===== src/rtl/core/interval_timer_square_wave_channel_unit_macros.svh =====
// assertion macros for the timer channel logic in itsw_channel.sv
`ifndef INTERVAL_TIMER_SQUARE_WAVE_CHANNEL_UNIT_MACROS_SVH
`define INTERVAL_TIMER_SQUARE_WAVE_CHANNEL_UNIT_MACROS_SVH

// same-cycle implication, checked out of reset
`define ITSW_ASSERT_NOW(lbl, ante, cons, msg) \
    lbl: assert property (@(posedge i_clk) disable iff (!i_rst_n) (ante) |-> (cons)) \
        else $error(msg);

// next-cycle implication, checked out of reset
`define ITSW_ASSERT_NEXT(lbl, ante, cons, msg) \
    lbl: assert property (@(posedge i_clk) disable iff (!i_rst_n) (ante) |=> (cons)) \
        else $error(msg);

`endif


===== src/rtl/core/itsw_pkg.sv =====
// types and constants for the interval timer square-wave channel
package itsw_pkg;

    typedef enum logic [1:0] {
        KIND_TICK  = 2'd0,
        KIND_CTRL  = 2'd1,
        KIND_WRITE = 2'd2,
        KIND_READ  = 2'd3
    } t_kind;

    typedef struct packed {
        t_kind       kind;
        logic [7:0]  data_byte;
    } t_in_word;

    typedef struct packed {
        logic [7:0]  read_byte;
        logic        out_level;
        logic        irq_pulse;
    } t_out_word;

    localparam logic [7:0]  CTRL_MODE_MASK  = 8'hF7;
    localparam logic [7:0]  CTRL_MODE3      = 8'h36;
    localparam logic [7:0]  CTRL_LATCH_MASK = 8'hF0;
    localparam logic [7:0]  CTRL_LATCH      = 8'h00;
    localparam logic [16:0] COUNT_FULL      = 17'h10000;

endpackage


===== src/rtl/core/itsw_channel.sv =====
// channel state and single-pass item logic of the square-wave timer
`include "interval_timer_square_wave_channel_unit_macros.svh"

module itsw_channel (
    input  logic                i_clk,
    input  logic                i_rst_n,
    input  logic                i_fire,
    input  itsw_pkg::t_in_word  i_word,
    output itsw_pkg::t_out_word o_result
);
    import itsw_pkg::*;

    logic [15:0] r_reload, n_reload;
    logic [15:0] r_live, n_live;
    logic [15:0] r_latched, n_latched;
    logic        r_latch_held, n_latch_held;
    logic        r_write_high, n_write_high;
    logic        r_read_high, n_read_high;
    logic        r_wave, n_wave;
    logic        r_running, n_running;

    logic [16:0] cur;
    logic [16:0] dec;
    logic [16:0] cur_less;
    logic [15:0] rd_src;
    logic [15:0] reload_hi;
    logic [7:0]  rd_byte;
    logic        irq;

    always_comb begin
        n_reload     = r_reload;
        n_live       = r_live;
        n_latched    = r_latched;
        n_latch_held = r_latch_held;
        n_write_high = r_write_high;
        n_read_high  = r_read_high;
        n_wave       = r_wave;
        n_running    = r_running;
        rd_byte      = 8'd0;
        irq          = 1'b0;

        // zero count stands for 65536
        cur = (r_live == 16'd0) ? COUNT_FULL : {1'b0, r_live};
        if (cur[0]) begin
            dec = r_wave ? 17'd1 : 17'd3;
        end else begin
            dec = 17'd2;
        end
        cur_less  = cur - dec;
        rd_src    = r_latch_held ? r_latched : r_live;
        reload_hi = {i_word.data_byte, r_reload[7:0]};

        case (i_word.kind)
            KIND_TICK: begin
                if (r_running) begin
                    if (cur <= dec) begin
                        n_wave = ~r_wave;
                        irq    = ~r_wave;
                        n_live = r_reload;
                    end else begin
                        n_live = cur_less[15:0];
                    end
                end
            end
            KIND_CTRL: begin
                if ((i_word.data_byte & CTRL_MODE_MASK) == CTRL_MODE3) begin
                    n_running    = 1'b0;
                    n_wave       = 1'b1;
                    n_latch_held = 1'b0;
                    n_write_high = 1'b0;
                    n_read_high  = 1'b0;
                end else if ((i_word.data_byte & CTRL_LATCH_MASK) == CTRL_LATCH) begin
                    if (!r_latch_held) begin
                        n_latched    = r_live;
                        n_latch_held = 1'b1;
                    end
                end
            end
            KIND_WRITE: begin
                if (!r_write_high) begin
                    n_reload     = {r_reload[15:8], i_word.data_byte};
                    n_write_high = 1'b1;
                end else begin
                    n_reload     = reload_hi;
                    n_write_high = 1'b0;
                    if (!r_running) begin
                        n_live    = reload_hi;
                        n_running = 1'b1;
                    end
                end
            end
            KIND_READ: begin
                if (!r_read_high) begin
                    rd_byte     = rd_src[7:0];
                    n_read_high = 1'b1;
                end else begin
                    rd_byte      = rd_src[15:8];
                    n_read_high  = 1'b0;
                    n_latch_held = 1'b0;
                end
            end
            default: begin
            end
        endcase

        o_result.read_byte = rd_byte;
        o_result.out_level = n_wave;
        o_result.irq_pulse = irq;
    end

    always_ff @(posedge i_clk) begin
        if (!i_rst_n) begin
            r_reload     <= 16'd0;
            r_live       <= 16'd0;
            r_latched    <= 16'd0;
            r_latch_held <= 1'b0;
            r_write_high <= 1'b0;
            r_read_high  <= 1'b0;
            r_wave       <= 1'b1;
            r_running    <= 1'b0;
        end else if (i_fire) begin
            r_reload     <= n_reload;
            r_live       <= n_live;
            r_latched    <= n_latched;
            r_latch_held <= n_latch_held;
            r_write_high <= n_write_high;
            r_read_high  <= n_read_high;
            r_wave       <= n_wave;
            r_running    <= n_running;
        end
    end

    `ITSW_ASSERT_NOW(a_irq_means_high, i_fire && o_result.irq_pulse,
        o_result.out_level && !r_wave, "irq pulse without a rising output")
    `ITSW_ASSERT_NOW(a_irq_only_tick, i_fire && (i_word.kind != KIND_TICK),
        !o_result.irq_pulse, "irq pulse on a non-tick word")
    `ITSW_ASSERT_NOW(a_byte_only_read, i_fire && (i_word.kind != KIND_READ),
        o_result.read_byte == 8'd0, "read byte nonzero on a non-read word")
    `ITSW_ASSERT_NEXT(a_mode_set_stops,
        i_fire && (i_word.kind == KIND_CTRL)
            && ((i_word.data_byte & CTRL_MODE_MASK) == CTRL_MODE3),
        !r_running && r_wave && !r_latch_held && !r_write_high && !r_read_high,
        "mode set did not stop the channel")
    `ITSW_ASSERT_NEXT(a_stopped_tick_holds,
        i_fire && (i_word.kind == KIND_TICK) && !r_running,
        $stable(r_live) && $stable(r_wave), "tick changed a stopped channel")

endmodule


===== src/rtl/core/interval_timer_square_wave_channel_unit.sv =====
// top level of the interval timer square-wave channel with word handshakes
//
//   channel   direction   handshake                payload
//   in        input       i_in_valid / o_in_ready  i_in_word  (kind, data_byte)
//   out       output      o_out_valid / i_out_ready o_out_word (read_byte, out_level, irq_pulse)
//
// one word accepted per cycle while o_in_ready is high; each word gives one result word
// the pipeline is one input register plus one result register around the channel logic
// synchronous active-low reset clears the valid flags of both stages and the channel state
// a stalled result register holds the input stage, which then drops o_in_ready

module interval_timer_square_wave_channel_unit (
    input  logic                i_clk,
    input  logic                i_rst_n,
    input  logic                i_in_valid,
    output logic                o_in_ready,
    input  itsw_pkg::t_in_word  i_in_word,
    output logic                o_out_valid,
    input  logic                i_out_ready,
    output itsw_pkg::t_out_word o_out_word
);
    import itsw_pkg::*;

    logic      r_in_valid;
    t_in_word  r_in_word;
    logic      r_out_valid;
    t_out_word r_out_word;
    t_out_word result;
    logic      advance;

    // the held word moves on when the result register is free or being drained
    assign advance    = r_in_valid && (!r_out_valid || i_out_ready);
    assign o_in_ready = !r_in_valid || advance;

    itsw_channel u_channel (
        .i_clk    (i_clk),
        .i_rst_n  (i_rst_n),
        .i_fire   (advance),
        .i_word   (r_in_word),
        .o_result (result)
    );

    always_ff @(posedge i_clk) begin
        if (!i_rst_n) begin
            r_in_valid <= 1'b0;
        end else if (o_in_ready) begin
            r_in_valid <= i_in_valid;
        end
    end

    always_ff @(posedge i_clk) begin
        if (o_in_ready && i_in_valid) begin
            r_in_word <= i_in_word;
        end
    end

    always_ff @(posedge i_clk) begin
        if (!i_rst_n) begin
            r_out_valid <= 1'b0;
        end else if (advance) begin
            r_out_valid <= 1'b1;
        end else if (i_out_ready) begin
            r_out_valid <= 1'b0;
        end
    end

    always_ff @(posedge i_clk) begin
        if (advance) begin
            r_out_word <= result;
        end
    end

    assign o_out_valid = r_out_valid;
    assign o_out_word  = r_out_word;

endmodule


===== config.mk =====
export PLATFORM = sky130hd
export DESIGN_NAME = interval_timer_square_wave_channel_unit
export DESIGN_NICKNAME = d
export VERILOG_FILES = /design/src/rtl/core/itsw_pkg.sv /design/src/rtl/core/itsw_channel.sv /design/src/rtl/core/interval_timer_square_wave_channel_unit.sv
export VERILOG_INCLUDE_DIRS = /design/src /design/src/rtl/core
export SDC_FILE = /design/constraint.sdc
export NUM_CORES = 1
export LEC_CHECK = 0
export ABC_AREA = 1
export BUFFER_PORTS_ARGS = -buffer_cell sky130_fd_sc_hd__buf_2
export CORE_UTILIZATION = 60
export DETAILED_ROUTE_END_ITERATION = 10
export GPL_TIMING_DRIVEN = 0
export PLACE_DENSITY_LB_ADDON = 0.08
export SYNTH_ARGS = -nofsm -noshare
export SYNTH_HDL_FRONTEND = slang
export SYNTH_SLANG_ARGS = --single-unit

===== constraint.sdc =====
create_clock -name i_clk -period 2.4 [get_ports i_clk]
set_clock_uncertainty 0.15 [all_clocks]
set_input_delay 0.72 -clock i_clk [delete_from_list [all_inputs] [get_ports i_clk]]
set_output_delay 0.72 -clock i_clk [all_outputs]
set_load 0.02 [all_outputs]

# [Word-level counts from Yosys, hierarchy flattened]
# Index checks and enable logic that the tools add are counted.
[totals] reg_bits=75 latchBits=0 mem_bits_rw=0 rom_bits=0 inputBits=14 output_inout_bits=12 n_memories=0
[classes] addsub=1 mul=0 div=0 order_cmp=1 eq_ne=10 shift=0 muxes=27 bitwise=3 reduce_logical=22
[op_table] operator="$mux 16" count=5
[op_table] operator="$pmux 16 s2" count=1
[op_table] operator="$le 17x2->1" count=1
[op_table] operator="$mux 17" count=1
[op_table] operator="$logic_not 16->1" count=1
[op_table] operator="$sub 16x16->16" count=1
[op_table] operator="$reduce_and 3->1" count=5
[op_table] operator="$mux 1" count=12
[op_table] operator="$reduce_and 4->1" count=3
[op_table] operator="$pmux 1 s2" count=5
[op_table] operator="$logic_not 8->1" count=1
[op_table] operator="$mux 8" count=1
[op_table] operator="$ne 2x1->1 const B" count=4
[op_table] operator="$reduce_bool 2->1" count=4
[op_table] operator="$eq 7x5->1 const B" count=1
[op_table] operator="$reduce_and 5->1" count=1
[op_table] operator="$eq 2x2->1 const B" count=2
[op_table] operator="$mux 2" count=2
[op_table] operator="$ne 3x1->1 const B" count=1
[op_table] operator="$not 1->1" count=3
[op_table] operator="$eq 2x1->1 const B" count=1
[op_table] operator="$logic_and 1x1->1" count=2
[op_table] operator="$logic_not 1->1" count=2
[op_table] operator="$logic_not 2->1" count=1
[op_table] operator="other kinds (2)" count=3

# [Depth between registers and ports, before layout]
[depth] depth_word=7 mapped_depth=13 mapped_depth_nobuf=13

# [Hierarchy]
# Synthesis repeated with hierarchy kept, for this count alone.
[unflattened] cells_unflattened=516 hier_area_um2=3900.0
[modules_own_cells] module="itsw_channel" n_inst=1 cells_per_inst=483 area_each_um2=3204.3 seq_area_each_um2=1061.0
[modules_own_cells] module="interval_timer_square_wave_channel_unit" n_inst=1 cells_per_inst=33 area_each_um2=695.7 seq_area_each_um2=640.6

# [Worst setup path before layout]
# OpenSTA, ideal clock, no wires.
[synth_path] path_kind="register to register" from="register u_channel.r_wave" to="register r_out_word, in the netlist o_out_word[1], data pin" setup_time_ns=0.267 t_arrival_ns=1.585 required_time_ns=1.983 setup_slack_ns=0.398 stages_incl_launch_ff=12 path_buffers=0 synth_period_minus_slack_ns=2.002 cell_sequence="dfxtp_1 > nand2_1 > inv_1 > ha_1 > nor2_2 > nand3_2 > nor2_2 > nand3_4 > nand2_4 > nand2_1 > nand2_1 > nand3_2"
[synth_between] elab_chain_cells=6 word_cells_on_any_way=8 cone_classes="order compare: 1; mux: 6; bitwise: 1"
[synth_lines] item="start, declared" line="itsw_channel.sv:19" source="logic r_wave, n_wave;"
[synth_lines] item="start signal, assigned" line="itsw_channel.sv:128" source="r_wave <= n_wave;"
[synth_lines] item="$mux 2" line="itsw_channel.sv:45" source="dec = r_wave ? 17'd1 : 17'd3;"
[synth_lines] item="$mux 2" line="itsw_channel.sv:44" source="if (cur[0]) begin"
[synth_lines] item="$le 17x2->1" line="itsw_channel.sv:56" source="if (cur <= dec) begin"
[synth_lines] item="$mux 1" line="itsw_channel.sv:56"
[synth_lines] item="$mux 1" line="itsw_channel.sv:55" source="if (r_running) begin"
[synth_lines] item="$pmux 1 s2 (*)" line="itsw_channel.sv:53" source="case (i_word.kind)"
[synth_lines] item="via u_channel.n_wave" line="itsw_channel.sv:19"
[synth_lines] item="end signal, assigned" line="interval_timer_square_wave_channel_unit.sv:69" source="r_out_word <= result;"
[synth_lines] item="end, declared" line="interval_timer_square_wave_channel_unit.sv:27" source="t_out_word r_out_word;"
# Mark *: on every way through the listed nets, which the timed path passes. The rest lies on a longest branch.
# A chain may end at the register's enable or synchronous reset.

# [Final worst setup path]
[layout_path] from="register u_channel.r_live[1]" to="register u_channel.r_live[15]"
[layout_between] elab_chain_cells=7 word_cells_on_any_way=8 cone_classes="add/sub: 1; order compare: 1; mux: 5; reduce/logical: 1"
[layout_lines] item="start, declared" line="itsw_channel.sv:14" source="logic [15:0] r_live, n_live;"
[layout_lines] item="start signal, assigned" line="itsw_channel.sv:123" source="r_live <= n_live;"
[layout_lines] item="$logic_not 16->1" line="itsw_channel.sv:43" source="cur = (r_live == 16'd0) ? COUNT_FULL : {1'b0, r_live};"
[layout_lines] item="$mux 17 (*)" line="itsw_channel.sv:43"
[layout_lines] item="$mux 2" line="itsw_channel.sv:44"
[layout_lines] item="$sub 16x16->16 or $le 17x2->1 (tied branches)" line="itsw_channel.sv:49, itsw_channel.sv:56"
[layout_lines] item="$mux 16 (*)" line="itsw_channel.sv:56"
[layout_lines] item="$mux 16 (*)" line="itsw_channel.sv:55"
[layout_lines] item="$pmux 16 s2 (*)" line="itsw_channel.sv:53"
# Mark *: on every way between the ends. The rest lies on a longest branch, timed or not. The select of a mux whose other input is x is not followed.

==> results.md <==
- Status: complete, no violations
- Post-CTS setup buffers: 0
- Slew @ Worst Pin: 1010 ps
- Worst r2r src: u_channel.r_live[1]$_SDFFE_PN0P_
- Pwr/cell area: 671 mW/mm2
- Fin nets: 591
- I/O pins: 26
- ANT nets after route: 0
- Avg Cell Area, Syn: 7.35 um2
- Row count: 29
- Syn. warnings: 0
- Largest cells by area after synthesis: dfxtp_1 (28%), edfxtp_1 (15%), nand2_1 (13%)
- Leak Pwr: 0.00183 uW
- Post-Route WL: 9.22 mm
- Fmax: 0.447 GHz
- Sum Neg Setup Slack: 0 ps
- Worst EP arrival: 2300 ps
- Die area: 0.00690 mm2
- Yosys cell types: 31
- Grt total ovfl: 0
- CTS Buf Count: 9
- DRT iter0 DRCs: 280
- Crit path from: u_channel.r_live[1]$_SDFFE_PN0P_
- Primary FF master, synth: dfxtp_1
- CP Data Required Time: 2460 ps
- Initial Util: 62.1%
- Final Util: 68.7%
- Reg2Reg Depth: 11
- Die Ht: 83.1 um
- Unrepaired setup endpoints after global routing: no
- Core Box Area: 0.00635 mm2
- Yosys top cell area share: 27.9%
- Syn-to-layout area delta: 10.6%
- Hold WS: 301 ps
- FFs w/ async S/R, synth: 0%
- Critical Setup Path Class: register to register
- Max Root-Sink Buffers: 2
- GRT Resource Usage Total: 28.4%
- Fin crit period: 2240 ps
- Crit path capture: u_channel.r_live[15]$_SDFFE_PN0P_
- Synth Instances: 536
- Flop2flop setup slack: 160 ps
- Vias in the first global route: 3381
- Most common cell after layout, fill and taps aside: nand2_1
- Sequential-to-total area share from yosys stat: 43.2%
- Mapped cell area: 0.00394 mm2
- DR WL/cell: 14.1 um
- Placer Congestion: 0.863
- DRT Pass-1 Iters: 4
- Largest net degree at the start of global routing: 20
- Clock Latency Late Sink: 350 ps
- PostCTS Resize Cnt: 0
- Fraction of layout cells with a size suffix above 1: 14.6%
- Count of state elements after synthesis: 75
- Most frequent cells in the layout: nand2_1 (134), inv_1 (65), a21oi_1 (58), nand3_1 (57), dfxtp_1 (53)
- Pins Over Slew Limit: 0
- Clk slew on worst S/H paths: 80 ps
- Post-route clock period utilization: 93.3%
- Fin. Hold Viols: 0
- Root buf cell: clkbuf_8
- HPWL Detailed: 6.87 mm
- Die W: 83.1 um
- Routed vias: 3568
- Final setup vio count: 0
- Crit-path max FO: 10
- Net count after synthesis: 556
- Peak supply drop: 446 uV
- CP endpoint kind: register
- EDFF count, synth: 20
- CTS sink count: 75
- Hold WC Path Type: register to register
- Vias per Instance: 5.46
- Reg-to-Reg End: u_channel.r_live[15]$_SDFFE_PN0P_
- MaxCap Viol Count: 0
- Initial antenna violation count: 0
- Slew margin rel.: 32.4%
- Leading area contributor after synthesis: dfxtp_1
- CTS tree: built
- N_diodes: 0
- First-pass GRT wire length: 15.6 mm
- # DRC: 0
- H-tree levels: 3
- IO buf count: 24
- CP Launch Type: register
- Hold_buf cts: 0
==> worst min-delay path by stage <==
| stage | cells after the start | endpoint | startpoint | slack [ps] |
|---|---|---|---|---|
| 4_1_cts | 2 | u_channel.r_latched[0]$_SDFFE_PN0P_ | u_channel.r_latched[0]$_SDFFE_PN0P_ | 300 |
| 3_5_place_dp | 2 | u_channel.r_latched[0]$_SDFFE_PN0P_ | u_channel.r_latched[0]$_SDFFE_PN0P_ | 290 |
| 5_1_grt | 2 | u_channel.r_latched[4]$_SDFFE_PN0P_ | u_channel.r_latched[4]$_SDFFE_PN0P_ | 320 |
| 2_1_floorplan | 2 | u_channel.r_latched[0]$_SDFFE_PN0P_ | u_channel.r_latched[0]$_SDFFE_PN0P_ | 280 |
| 6_report | 2 | u_channel.r_latched[13]$_SDFFE_PN0P_ | u_channel.r_latched[13]$_SDFFE_PN0P_ | 300 |
| 3_3_place_gp | 2 | u_channel.r_latched[5]$_SDFFE_PN0P_ | u_channel.r_latched[5]$_SDFFE_PN0P_ | 280 |
==> metrics by stage <==
stage	setup WS (ps)	cells	area, um2	total power [uW]
floorplan	398	536	3940	1840
global route	13.1	653	4360	3060
CTS	107	653	4350	2930
detailed placement	-40.0	637	4160	1970
finish	160	653	4360	2930
global placement	25.9	637	4160	1960
==> critical path: stages (launching register included) <==
cell and delay [ps]:
dfxtp_1 360, clkbuf_1 110, ha_1 360, nor2_2 170
nand3_2 120, nor2_2 170, nand3_4 150, buf_6 190
nand3_2 60, nand3_1 80, nand2_1 110, a21oi_2 60
==> where the power goes <==
group	internal (uW)	switching [uW]
logic	203	373
registers	1340	34.6
clock network	504	473
==> cells in the mapped netlist, types with 6 or more instances <==
master and n:
o21ai_0 27, clkbuf_1 13, o22ai_1 8, nor2_2 7, nand3_2 6, nand4_1 8, inv_1 65, ha_1 6
buf_2 7, dfxtp_1 55, nor2_1 28, edfxtp_1 20, xor2_1 6, nand2_1 134, nand3_1 57, a21oi_1 58
==> layer usage <==
layer	up-vias	part of all wire, %	global-route usage [%]
met4	0	3.6	15.7
met3	19	3.9	4.67
met1	1612	45	34.6
met2	118	48	47.9
li1	1819	-	-
met5	-	0	0
==> state kept, by name (all words and copies together) (netlist names) <==
register	flops
o_out_word	10
u_channel.r_latch_held	1
u_channel.r_write_high	1
u_channel.r_reload	16
u_channel.r_latched	16
o_out_valid	1
r_in_word	10
r_in_valid	1
u_channel.r_running	1
u_channel.r_live	16
u_channel.r_wave	1
u_channel.r_read_high	1
==> logic make-up (layout without fill, tap and decap cells) <==
group                    after synthesis  count (layout)  synth area share (%)
AO/OA/AOI/OAI                        101             101                  13.7
XOR/XNOR                               7               7                  1.56
AND/OR/NAND/NOR                      254             254                  30.0
buffers and inverters                 93             133                  9.65
adder cells (fa/ha/maj)                6               6                  1.90
flip-flops                            75              75                  43.2
==> final cells by class <==
class	count	area, um2
sequential	75	1700
inverter	70	263
buffer	23	118
clock buffer	11	141
timing repair buffer	24	120
clock inverter	5	52.6
multi-input combinational	368	1860
fill	543	1990
tap	77	96.3
No activity file was read; power rests on OpenSTA's default activity.
